==> src/rtl/pts_pkg.sv <==
// Package: shared types and constants of the periodic timer scheduler.
package pts_pkg;

   localparam int DEPTH      = 16;
   localparam int IDX_W      = (DEPTH > 1) ? $clog2(DEPTH) : 1;
   localparam int MAX_FIRE   = 16;
   localparam int FCNT_W     = $clog2(MAX_FIRE + 1);
   localparam int QDEPTH     = 2;
   localparam int QPTR_W     = 1;
   localparam int QCNT_W     = 2;

   typedef enum logic [1:0] {
      OP_TICK   = 2'd0,
      OP_POST   = 2'd1,
      OP_REMOVE = 2'd2,
      OP_CLEAR  = 2'd3
   } op_type;

   typedef enum logic [2:0] {
      KIND_POSTED = 3'd0,
      KIND_FIRED  = 3'd1,
      KIND_FULL   = 3'd2,
      KIND_DONE   = 3'd3,
      KIND_IDLE   = 3'd4
   } kind_type;

   typedef enum logic [2:0] {
      ST_IDLE,
      ST_SCAN,
      ST_DECIDE,
      ST_FIRE,
      ST_REMOVE,
      ST_EMIT
   } state_type;

   typedef struct packed {
      op_type      op;
      logic [31:0] period;
      logic        repeat_req;
      logic [31:0] target_id;
   } cmd_type;

endpackage

==> src/rtl/pts_req_if.sv <==
// Interface: command channel of the timer scheduler.
interface pts_req_if;
   logic        valid;
   logic        ready;
   logic [1:0]  mode;
   logic [31:0] period;
   logic        repeat_req;
   logic [31:0] target_id;

   modport source (output valid, mode, period, repeat_req, target_id, input ready);
   modport sink   (input valid, mode, period, repeat_req, target_id, output ready);
endinterface

==> src/rtl/pts_rsp_if.sv <==
// Interface: result channel of the timer scheduler.
interface pts_rsp_if;
   logic        valid;
   logic        ready;
   logic [2:0]  kind;
   logic [31:0] timer_id;
   logic        last;

   modport source (output valid, kind, timer_id, last, input ready);
   modport sink   (input valid, kind, timer_id, last, output ready);
endinterface

==> src/rtl/pts_front.sv <==
// Front end: accepts commands, decodes the mode and queues them for the engine.
module pts_front (
   input  logic             clock,
   input  logic             reset,
   pts_req_if.sink          req,
   output logic             q_valid,
   output pts_pkg::cmd_type q_cmd,
   input  logic             q_pop
);
   import pts_pkg::*;

   cmd_type             queue_ff [QDEPTH];
   logic [QPTR_W-1:0]   head_ff, head_in;
   logic [QPTR_W-1:0]   tail_ff, tail_in;
   logic [QCNT_W-1:0]   count_ff, count_in;
   logic                push;
   cmd_type             push_cmd;

   assign req.ready = (count_ff != QCNT_W'(QDEPTH));
   assign push      = req.valid && req.ready;
   assign q_valid   = (count_ff != '0);
   assign q_cmd     = queue_ff[head_ff];

   always_comb begin
      push_cmd.op         = op_type'(req.mode);
      push_cmd.period     = req.period;
      push_cmd.repeat_req = req.repeat_req;
      push_cmd.target_id  = req.target_id;
      head_in  = head_ff;
      tail_in  = tail_ff;
      count_in = count_ff;
      if (push) begin
         tail_in = tail_ff + 1'b1;
      end
      if (q_pop && q_valid) begin
         head_in = head_ff + 1'b1;
      end
      case ({push, q_pop && q_valid})
         2'b10:   count_in = count_ff + 1'b1;
         2'b01:   count_in = count_ff - 1'b1;
         default: count_in = count_ff;
      endcase
   end

   always_ff @(posedge clock) begin
      if (reset) begin
         head_ff  <= '0;
         tail_ff  <= '0;
         count_ff <= '0;
      end else begin
         head_ff  <= head_in;
         tail_ff  <= tail_in;
         count_ff <= count_in;
      end
   end

   always_ff @(posedge clock) begin
      if (push) begin
         queue_ff[tail_ff] <= push_cmd;
      end
   end

endmodule

==> src/rtl/pts_engine.sv <==
// Back end: timer table, deadline scan, firing, removal and result register.
module pts_engine (
   input  logic             clock,
   input  logic             reset,
   input  logic             q_valid,
   input  pts_pkg::cmd_type q_cmd,
   output logic             q_pop,
   pts_rsp_if.source        rsp
);
   import pts_pkg::*;

   state_type          state_ff, state_in;
   logic [63:0]        time_ff, time_in;
   logic [31:0]        next_id_ff, next_id_in;
   logic [DEPTH-1:0]   valid_ff, valid_in;
   logic [DEPTH-1:0]   fired_ff, fired_in;
   logic [31:0]        ent_id_ff     [DEPTH];
   logic [31:0]        ent_period_ff [DEPTH];
   logic [63:0]        ent_dl_ff     [DEPTH];
   logic               ent_rep_ff    [DEPTH];
   logic [IDX_W-1:0]   idx_ff, idx_in;
   logic               found_ff, found_in;
   logic [IDX_W-1:0]   best_ff, best_in;
   logic [63:0]        best_dl_ff, best_dl_in;
   logic [31:0]        best_id_ff, best_id_in;
   logic [31:0]        best_period_ff, best_period_in;
   logic               best_rep_ff, best_rep_in;
   logic [FCNT_W-1:0]  nfire_ff, nfire_in;
   logic [31:0]        target_ff, target_in;
   kind_type           pend_kind_ff, pend_kind_in;
   logic [31:0]        pend_id_ff, pend_id_in;
   logic               pend_last_ff, pend_last_in;
   logic               rsp_valid_ff, rsp_valid_in;
   kind_type           rsp_kind_ff, rsp_kind_in;
   logic [31:0]        rsp_id_ff, rsp_id_in;
   logic               rsp_last_ff, rsp_last_in;

   logic               wr_all, wr_dl;
   logic [IDX_W-1:0]   wr_idx;
   logic [63:0]        wr_dl_val;
   logic [63:0]        cur_dl;
   logic [31:0]        cur_id;
   logic               cand, better, out_free;
   logic               free_found;
   logic [IDX_W-1:0]   free_idx;
   logic [31:0]        id_inc;
   logic [FCNT_W-1:0]  nfire_inc;

   localparam logic [IDX_W-1:0] LAST_IDX = IDX_W'(DEPTH - 1);

   assign rsp.valid    = rsp_valid_ff;
   assign rsp.kind     = rsp_kind_ff;
   assign rsp.timer_id = rsp_id_ff;
   assign rsp.last     = rsp_last_ff;

   assign cur_dl    = ent_dl_ff[idx_ff];
   assign cur_id    = ent_id_ff[idx_ff];
   assign out_free  = !rsp_valid_ff || rsp.ready;
   assign id_inc    = next_id_ff + 32'd1;
   assign nfire_inc = nfire_ff + 1'b1;
   assign cand      = valid_ff[idx_ff] && !fired_ff[idx_ff] && (cur_dl < time_ff);
   assign better    = !found_ff || (cur_dl < best_dl_ff) ||
                      ((cur_dl == best_dl_ff) && (cur_id < best_id_ff));

   // lowest free slot
   always_comb begin
      free_found = 1'b0;
      free_idx   = '0;
      for (int i = DEPTH - 1; i >= 0; i--) begin
         if (!valid_ff[i]) begin
            free_found = 1'b1;
            free_idx   = IDX_W'(i);
         end
      end
   end

   always_comb begin
      state_in       = state_ff;
      time_in        = time_ff;
      next_id_in     = next_id_ff;
      valid_in       = valid_ff;
      fired_in       = fired_ff;
      idx_in         = idx_ff;
      found_in       = found_ff;
      best_in        = best_ff;
      best_dl_in     = best_dl_ff;
      best_id_in     = best_id_ff;
      best_period_in = best_period_ff;
      best_rep_in    = best_rep_ff;
      nfire_in       = nfire_ff;
      target_in      = target_ff;
      pend_kind_in   = pend_kind_ff;
      pend_id_in     = pend_id_ff;
      pend_last_in   = pend_last_ff;
      rsp_valid_in   = rsp_valid_ff && !rsp.ready;
      rsp_kind_in    = rsp_kind_ff;
      rsp_id_in      = rsp_id_ff;
      rsp_last_in    = rsp_last_ff;
      q_pop          = 1'b0;
      wr_all         = 1'b0;
      wr_dl          = 1'b0;
      wr_idx         = free_idx;
      wr_dl_val      = time_ff + {32'd0, q_cmd.period};

      case (state_ff)
         ST_IDLE: begin
            if (q_valid) begin
               q_pop        = 1'b1;
               pend_last_in = 1'b1;
               case (q_cmd.op)
                  OP_TICK: begin
                     time_in  = time_ff + 64'd1;
                     fired_in = '0;
                     nfire_in = '0;
                     idx_in   = '0;
                     found_in = 1'b0;
                     state_in = ST_SCAN;
                  end
                  OP_POST: begin
                     if (free_found) begin
                        wr_all             = 1'b1;
                        valid_in[free_idx] = 1'b1;
                        pend_kind_in       = KIND_POSTED;
                        pend_id_in         = next_id_ff;
                        next_id_in         = (id_inc == 32'd0) ? 32'd1 : id_inc;
                     end else begin
                        pend_kind_in = KIND_FULL;
                        pend_id_in   = 32'd0;
                     end
                     state_in = ST_EMIT;
                  end
                  OP_REMOVE: begin
                     target_in    = q_cmd.target_id;
                     pend_kind_in = KIND_DONE;
                     pend_id_in   = q_cmd.target_id;
                     idx_in       = '0;
                     state_in     = ST_REMOVE;
                  end
                  OP_CLEAR: begin
                     valid_in     = '0;
                     pend_kind_in = KIND_DONE;
                     pend_id_in   = 32'd0;
                     state_in     = ST_EMIT;
                  end
                  default: state_in = ST_IDLE;
               endcase
            end
         end
         ST_SCAN: begin
            if (cand && better) begin
               found_in       = 1'b1;
               best_in        = idx_ff;
               best_dl_in     = cur_dl;
               best_id_in     = cur_id;
               best_period_in = ent_period_ff[idx_ff];
               best_rep_in    = ent_rep_ff[idx_ff];
            end
            if (idx_ff == LAST_IDX) begin
               state_in = ST_DECIDE;
            end else begin
               idx_in = idx_ff + 1'b1;
            end
         end
         ST_DECIDE: begin
            if (found_ff) begin
               if (nfire_ff != '0) begin
                  pend_last_in = 1'b0;
                  state_in     = ST_EMIT;
               end else begin
                  state_in = ST_FIRE;
               end
            end else begin
               pend_last_in = 1'b1;
               if (nfire_ff == '0) begin
                  pend_kind_in = KIND_IDLE;
                  pend_id_in   = 32'd0;
               end
               state_in = ST_EMIT;
            end
         end
         ST_FIRE: begin
            fired_in[best_ff] = 1'b1;
            wr_idx            = best_ff;
            wr_dl_val         = time_ff + {32'd0, best_period_ff};
            if (best_rep_ff) begin
               wr_dl = 1'b1;
            end else begin
               valid_in[best_ff] = 1'b0;
            end
            pend_kind_in = KIND_FIRED;
            pend_id_in   = best_id_ff;
            nfire_in     = nfire_inc;
            if (nfire_inc == FCNT_W'(MAX_FIRE)) begin
               pend_last_in = 1'b1;
               state_in     = ST_EMIT;
            end else begin
               idx_in   = '0;
               found_in = 1'b0;
               state_in = ST_SCAN;
            end
         end
         ST_REMOVE: begin
            if (valid_ff[idx_ff] && (cur_id == target_ff)) begin
               valid_in[idx_ff] = 1'b0;
            end
            if (idx_ff == LAST_IDX) begin
               state_in = ST_EMIT;
            end else begin
               idx_in = idx_ff + 1'b1;
            end
         end
         ST_EMIT: begin
            if (out_free) begin
               rsp_valid_in = 1'b1;
               rsp_kind_in  = pend_kind_ff;
               rsp_id_in    = pend_id_ff;
               rsp_last_in  = pend_last_ff;
               state_in     = pend_last_ff ? ST_IDLE : ST_FIRE;
            end
         end
         default: state_in = ST_IDLE;
      endcase
   end

   always_ff @(posedge clock) begin
      if (reset) begin
         state_ff     <= ST_IDLE;
         time_ff      <= '0;
         next_id_ff   <= 32'd1;
         valid_ff     <= '0;
         rsp_valid_ff <= 1'b0;
      end else begin
         state_ff     <= state_in;
         time_ff      <= time_in;
         next_id_ff   <= next_id_in;
         valid_ff     <= valid_in;
         rsp_valid_ff <= rsp_valid_in;
      end
   end

   always_ff @(posedge clock) begin
      fired_ff       <= fired_in;
      idx_ff         <= idx_in;
      found_ff       <= found_in;
      best_ff        <= best_in;
      best_dl_ff     <= best_dl_in;
      best_id_ff     <= best_id_in;
      best_period_ff <= best_period_in;
      best_rep_ff    <= best_rep_in;
      nfire_ff       <= nfire_in;
      target_ff      <= target_in;
      pend_kind_ff   <= pend_kind_in;
      pend_id_ff     <= pend_id_in;
      pend_last_ff   <= pend_last_in;
      rsp_kind_ff    <= rsp_kind_in;
      rsp_id_ff      <= rsp_id_in;
      rsp_last_ff    <= rsp_last_in;
   end

   always_ff @(posedge clock) begin
      if (wr_all) begin
         ent_id_ff[wr_idx]     <= next_id_ff;
         ent_period_ff[wr_idx] <= q_cmd.period;
         ent_rep_ff[wr_idx]    <= q_cmd.repeat_req;
         ent_dl_ff[wr_idx]     <= wr_dl_val;
      end else if (wr_dl) begin
         ent_dl_ff[wr_idx]     <= wr_dl_val;
      end
   end

endmodule

==> src/rtl/periodic_timer_scheduler.sv <==
// Top level: periodic timer scheduler with queued command front end.
// Commands enter a two-deep queue and are executed one at a time by the engine.
// A remove walks every slot of the table. A tick scans the table once per fired
// timer plus once more (not after the cap is reached), with at most 16 timers
// fired a tick; the table has a single port and is scanned one slot at a time.
module periodic_timer_scheduler (
   input  logic     clock,
   input  logic     reset,
   pts_req_if.sink  req,
   pts_rsp_if.source rsp
);
   import pts_pkg::*;

   logic    q_valid;
   logic    q_pop;
   cmd_type q_cmd;

   pts_front u_front (
      .clock   (clock),
      .reset   (reset),
      .req     (req),
      .q_valid (q_valid),
      .q_cmd   (q_cmd),
      .q_pop   (q_pop)
   );

   pts_engine u_engine (
      .clock   (clock),
      .reset   (reset),
      .q_valid (q_valid),
      .q_cmd   (q_cmd),
      .q_pop   (q_pop),
      .rsp     (rsp)
   );

endmodule

==> src/flat_wrapper.sv <==
// flat-port wrapper written by rule: the top's interface ports become plain ports
module periodic_timer_scheduler_flat import pts_pkg::*;
  (clock, reset, req_valid, req_mode, req_period, req_repeat_req, req_target_id, req_ready, rsp_valid, rsp_kind, rsp_timer_id, rsp_last, rsp_ready);
  pts_req_if req_i ();
  pts_rsp_if rsp_i ();
  input  logic clock;
  input  logic reset;
  input wire logic [$bits(req_i.valid)-1:0] req_valid;
  input wire logic [$bits(req_i.mode)-1:0] req_mode;
  input wire logic [$bits(req_i.period)-1:0] req_period;
  input wire logic [$bits(req_i.repeat_req)-1:0] req_repeat_req;
  input wire logic [$bits(req_i.target_id)-1:0] req_target_id;
  output wire logic [$bits(req_i.ready)-1:0] req_ready;
  output wire logic [$bits(rsp_i.valid)-1:0] rsp_valid;
  output wire logic [$bits(rsp_i.kind)-1:0] rsp_kind;
  output wire logic [$bits(rsp_i.timer_id)-1:0] rsp_timer_id;
  output wire logic [$bits(rsp_i.last)-1:0] rsp_last;
  input wire logic [$bits(rsp_i.ready)-1:0] rsp_ready;
  assign req_i.valid = req_valid;
  assign req_i.mode = req_mode;
  assign req_i.period = req_period;
  assign req_i.repeat_req = req_repeat_req;
  assign req_i.target_id = req_target_id;
  assign req_ready = req_i.ready;
  assign rsp_valid = rsp_i.valid;
  assign rsp_kind = rsp_i.kind;
  assign rsp_timer_id = rsp_i.timer_id;
  assign rsp_last = rsp_i.last;
  assign rsp_i.ready = rsp_ready;
  periodic_timer_scheduler u_core (.clock(clock), .reset(reset), .req(req_i), .rsp(rsp_i));
endmodule
==> config.mk <==
export PLATFORM = sky130hd
export DESIGN_NAME = periodic_timer_scheduler_flat
export DESIGN_NICKNAME = d
export VERILOG_FILES = /design/src/rtl/pts_pkg.sv /design/src/rtl/pts_req_if.sv /design/src/rtl/pts_rsp_if.sv /design/src/rtl/pts_front.sv /design/src/rtl/pts_engine.sv /design/src/rtl/periodic_timer_scheduler.sv /design/src/flat_wrapper.sv
export SDC_FILE = /design/constraint.sdc
export NUM_CORES = 2
export LEC_CHECK = 0
export BUFFER_PORTS_ARGS = -buffer_cell sky130_fd_sc_hd__buf_2
export CORE_MARGIN = 3
export CORE_UTILIZATION = 48
export CTS_CLUSTER_SIZE = 12
export DETAILED_ROUTE_END_ITERATION = 6
export SETUP_SLACK_MARGIN = 0.2
export SYNTH_ARGS = -nofsm -noshare
export SYNTH_HDL_FRONTEND = slang
export SYNTH_SLANG_ARGS = --single-unit
==> constraint.sdc <==
create_clock -name clock -period 35.8 [get_ports clock]
set_input_delay 3.58 -clock clock [delete_from_list [all_inputs] [get_ports clock]]
set_output_delay 3.58 -clock clock [all_outputs]
set_load 0.01 [all_outputs]
==> results.txt <==
- Of the total power, the share spent switching nets is 0.293.
* Sequential share of power: 0.423
- Unrepaired setup endpoints after global routing: no
* Clock input transition at the sequential cells of the worst setup and hold paths: 0.06 ns
* Die Wd: 476 µm
- The flow ran to the end, and the final reports show no timing, DRC or antenna violations.
* Distinct cells, synth: 84
- Net switching component of the power: 2.53 mW
- Counting flops with an async set or reset pin after synthesis yields a share of 0.
- Overall fraction of global-route tracks in use: 0.239
* Avg Vias per Cell: 6.11
* Period utilisation layout: 0.234
- Total number of yosys warnings: 0
- CTS Root Cell: sky130_fd_sc_hd__clkbuf_16
- Setup violations remaining at the end of the flow were counted as 0.
* Post-Route WL: 268,000 µm
* Count of pins on the block boundary: 109
* Clock network power share: 0.309
* WS Path Type: reg2reg
- For this run, the top clock speed supported by timing is 119 MHz.
- Leaving out fill and tap cells, the most frequent cells in the layout are 2,461 x sky130_fd_sc_hd__edfxtp_1, 605 x sky130_fd_sc_hd__mux4_2, 296 x sky130_fd_sc_hd__clkbuf_16, 220 x sky130_fd_sc_hd__nor2_1, 200 x sky130_fd_sc_hd__ha_1.
- The analysis attributes to cell leakage a power of 38.2 nW.
- In this run the cell area of the synthesized design comes to 106,000 µm².
- For the final database, setup skew stands at 0.0547 ns.
* Fill cell total of the finished layout: 16,900
- After floorplanning, the core was divided into 171 placement rows.
- In this run the worst path has a maximum fanout of 44.
* Post-place instance area: 110,000 µm²
- The largest individual stage delay along the critical path comes from the cell sky130_fd_sc_hd__dfxtp_4.
* Crit-path cells: buf_4, buf_4, mux4_2, mux4_2, ha_1, a21o_1, a211oi_1, o21ai_0, a221o_1, a211oi_1, nand3_1, o211ai_1, nand3_1, nor3_2, buf_4, buf_4
* Vias after detailed routing: 55,100
- NumNets Final: 6,149
- At the worst endpoint, the required time is 36.32 ns.
- Number of cells upsized or downsized after cts: 0
- Startpoint kind of the worst setup timing path: flip-flop
* Area of the die: 227,000 µm²
* Buffers inserted by post-CTS timing repair: 0
- STA puts the critical path data arrival time at 8.89 ns.
- Post-Synthesis Cells: 5,611
* Leading cell type in the layout, fill and taps excluded: sky130_fd_sc_hd__edfxtp_1
- Clock Latency Late Sink: 0.93 ns
- Maximum cell stage delay along the critical path: 0.86 ns
- Max-Cap Viols: 0
- Internal power of the cells: 6.11 mW
* Post-detailed-route count of antenna-violating nets: 0
- In the final routed layout, each cell accounts on average for 29.8 µm.
* Height of the die: 476 µm
- Proportion of power drawn by combinational gates: 0.268
- Entering global routing, the biggest net connects 137 pins.
* Number of antenna violations at the first check in global routing: 6
* Worst hold path class: reg2reg
* Shortest period the worst path allows: 8.37 ns
- The number of clock buffers added by TritonCTS is 289.
- Pre-Repair DR Iteration Count: 6
- The congestion estimate from routability-driven global placement came to 0.866.
- Category of the worst setup path capture point: flip-flop
- Detailed Route Iter0 Violations: 6,229
- Initial Util: 0.485
* Area growth from synthesis to final layout: 12.1%
* IO buf count: 108
* Most numerous cell on the critical path: sky130_fd_sc_hd__buf_4
- Mean instance size in the synthesized netlist: 18.9 µm²
* CP bufs+invs: 4
- Flops & latches, synth: 2,586
- Pins over their slew limit: 0
* Sequential element share of the synthesized area: 0.721
* Clock tree from TritonCTS: done
- Routed signal wires occupy layers up through met4.
* Most used flip-flop cell after synthesis: sky130_fd_sc_hd__edfxtp_1
* Routed length on met1: 112,000 µm
- For this design, the CTS-stage hold fixing added 0 buffers.
- Final HPWL from detailed placement: 150,000 µm
* Remaining Overflow, GRT: 0
* Sum of met2 wire segment lengths after detailed routing: 130,000 µm
* Cell family with most CP delay: buffers and inverters
- The first global-routing pass estimated 392,000 µm of wire.
* Met3 WL: 18,100 µm
- Share of cells above drive strength 1: 0.226
* Clk sink count: 2,586
- Post-placement cell count: 8,526
- P per Cell Area: 72.8 nW/µm²
- DRC Markers: 0
- The clock passes through at most 4 buffers.
- In the final timing run, aggregate negative setup slack is 0 ns.
* Post-route non-filler standard cell count: 9,012
- Number of H-tree branching levels: 5
- Measured against its own limit, the worst slew margin works out to 0.0998.
- At the pin with the least slew margin, the transition time is 1.35 ns.
* Floorplan Core Area: 218,000 µm²
* Via count of the first global-routing pass: 56,100
- When the netlist entered floorplanning its net count stood at 5,883.
- Fin area: 119,000 µm²
- VDD IR max: 0.0589 mV
- The total count of hold-check failures in the final report was 0.
* Number of enable-type register cells in the synthesized netlist: 2,461
==> logic make-up after synthesis <==
| kind of cell | share of synthesized area |
|---|---|
| flip-flops | 0.721 |
| multiplexers | 0.150 |
| AND/OR/NAND/NOR | 0.0374 |
| AO/OA/AOI/OAI | 0.0350 |
| buffers and inverters | 0.0176 |
| adder cells (fa/ha/maj) | 0.0238 |
| XOR/XNOR | 0.0158 |
==> power by group through the flow <==
stage	Clock, mW	Combinational (mW)	Sequential, mW
after CTS	2.73	2.34	3.66
after detailed placement	0	2.33	3.72
final	2.67	2.32	3.66
after floorplan	0	1.68	3.65
after global placement	0	2.31	3.72
after global routing	2.85	2.51	3.67
==> sequential cells by signal, summed over array words and instances (netlist names), 2 cells and up, named ones only <==
register	cells
u_core.u_engine.time_ff	64
u_core.u_engine.best_ff	4
u_core.u_engine.ent_rep_ff	16
u_core.u_engine.state_ff	3
u_core.u_engine.ent_dl_ff	1024
u_core.u_engine.pend_kind_ff	3
u_core.u_engine.idx_ff	4
u_core.u_engine.best_id_ff	32
u_core.u_front.queue_ff	134
u_core.u_engine.ent_id_ff	512
u_core.u_engine.next_id_ff	32
u_core.u_engine.ent_period_ff	512
u_core.u_engine.best_dl_ff	64
u_core.u_engine.best_period_ff	32
u_core.u_engine.pend_id_ff	32
u_core.u_engine.valid_ff	16
u_core.u_engine.target_ff	32
u_core.u_engine.rsp.timer_id	32
u_core.u_engine.nfire_ff	5
u_core.u_engine.fired_ff	16
u_core.u_engine.rsp.kind	3
u_core.u_front.count_ff	2
==> stage by stage <==
stage	hold slack (ns)	utilization	power [mW]	setup WS, ns
CTS	0.422	0.544	8.72	27.27
floorplan	0.400	-	5.33	21.46
global route	0.437	0.544	9.03	26.88
detailed placement	0.407	0.506	6.05	27.29
finish	0.424	0.544	8.64	27.43
global placement	0.404	0.506	6.02	27.37
==> synthesized netlist by cell type, types with 13 or more instances <==
master / n / area share
sky130_fd_sc_hd__edfxtp_1: 2461 / 0.70
sky130_fd_sc_hd__mux4_2: 605 / 0.13
sky130_fd_sc_hd__nor2_1: 254 / 0.0090
sky130_fd_sc_hd__ha_1: 200 / 0.024
sky130_fd_sc_hd__inv_1: 195 / 0.0069
sky130_fd_sc_hd__nand2_1: 152 / 0.0054
sky130_fd_sc_hd__clkbuf_1: 150 / 0.0053
sky130_fd_sc_hd__xnor2_1: 136 / 0.011
sky130_fd_sc_hd__a21oi_1: 134 / 0.0063
sky130_fd_sc_hd__dfxtp_1: 125 / 0.024
sky130_fd_sc_hd__mux2_2: 122 / 0.013
sky130_fd_sc_hd__o21ai_0: 96 / 0.0045
sky130_fd_sc_hd__nand3_1: 95 / 0.0045
sky130_fd_sc_hd__mux2i_1: 82 / 0.0077
sky130_fd_sc_hd__nand4_1: 69 / 0.0041
sky130_fd_sc_hd__xor2_1: 55 / 0.0045
sky130_fd_sc_hd__buf_1: 52 / 0.0018
sky130_fd_sc_hd__o22ai_1: 51 / 0.0030
sky130_fd_sc_hd__nor3_1: 50 / 0.0024
sky130_fd_sc_hd__a22oi_1: 40 / 0.0028
sky130_fd_sc_hd__a21o_1: 30 / 0.0021
sky130_fd_sc_hd__a31oi_1: 29 / 0.0017
sky130_fd_sc_hd__buf_2: 29 / 0.0014
sky130_fd_sc_hd__and3_1: 28 / 0.0017
sky130_fd_sc_hd__nor2b_1: 28 / 0.0017
sky130_fd_sc_hd__nor4_1: 25 / 0.0015
sky130_fd_sc_hd__or3_1: 25 / 0.0015
sky130_fd_sc_hd__a211oi_1: 24 / 0.0017
sky130_fd_sc_hd__nand2b_1: 19 / 0.0011
sky130_fd_sc_hd__o211ai_1: 18 / 0.0013
sky130_fd_sc_hd__o21a_1: 18 / 0.0013
sky130_fd_sc_hd__a2111oi_0: 14 / 0.0012
sky130_fd_sc_hd__o2111ai_1: 13 / 0.0011
==> worst register-to-register path, delay by kind of cell, from the launching register on <==
family / cells / cell delay (ns)
AO/OA/AOI/OAI: 6 / 1.93
adder cells (fa/ha/maj): 1 / 0.32
buffers and inverters: 4 / 2.89
AND/OR/NAND/NOR: 3 / 0.78
flip-flops: 1 / 0.86
multiplexers: 2 / 1.17
==> path summary, 6_finish.rpt <==
kind	from	to	slack (ns)	cells after the start
setup / recovery	flip-flop	u_core.u_engine.best_period_ff[14]	27.43	16
hold reg to reg	u_core.u_engine.pend_id_ff[2]	u_core.u_engine.rsp.timer_id[2]	0.42	0
hold / removal	u_core.u_engine.pend_id_ff[2]	u_core.u_engine.rsp.timer_id[2]	0.42	0
setup reg to reg	flip-flop	u_core.u_engine.best_period_ff[14]	27.43	16
==> metal layers <==
metal	vias up	GRT usage
met5	-	0
met3	445	0.0384
met2	2070	0.388
met1	29200	0.336
li1	23400	-
met4	0	0.0698
==> final cells by class <==
class                           instances  area (µm²)  area share
Antenna cell                           12        30.0    0.000253
Clock buffer                          395        7860      0.0661
Clock inverter                         78         458     0.00385
Inverter                              198         751     0.00632
Multi-Input combinational cell       2574       28100       0.237
Sequential cell                      2586       76400       0.643
Tap cell                             2941        3680      0.0310
Timing Repair Buffer                  228        1510      0.0127
Note: power is estimated with default switching activity, not from simulation.
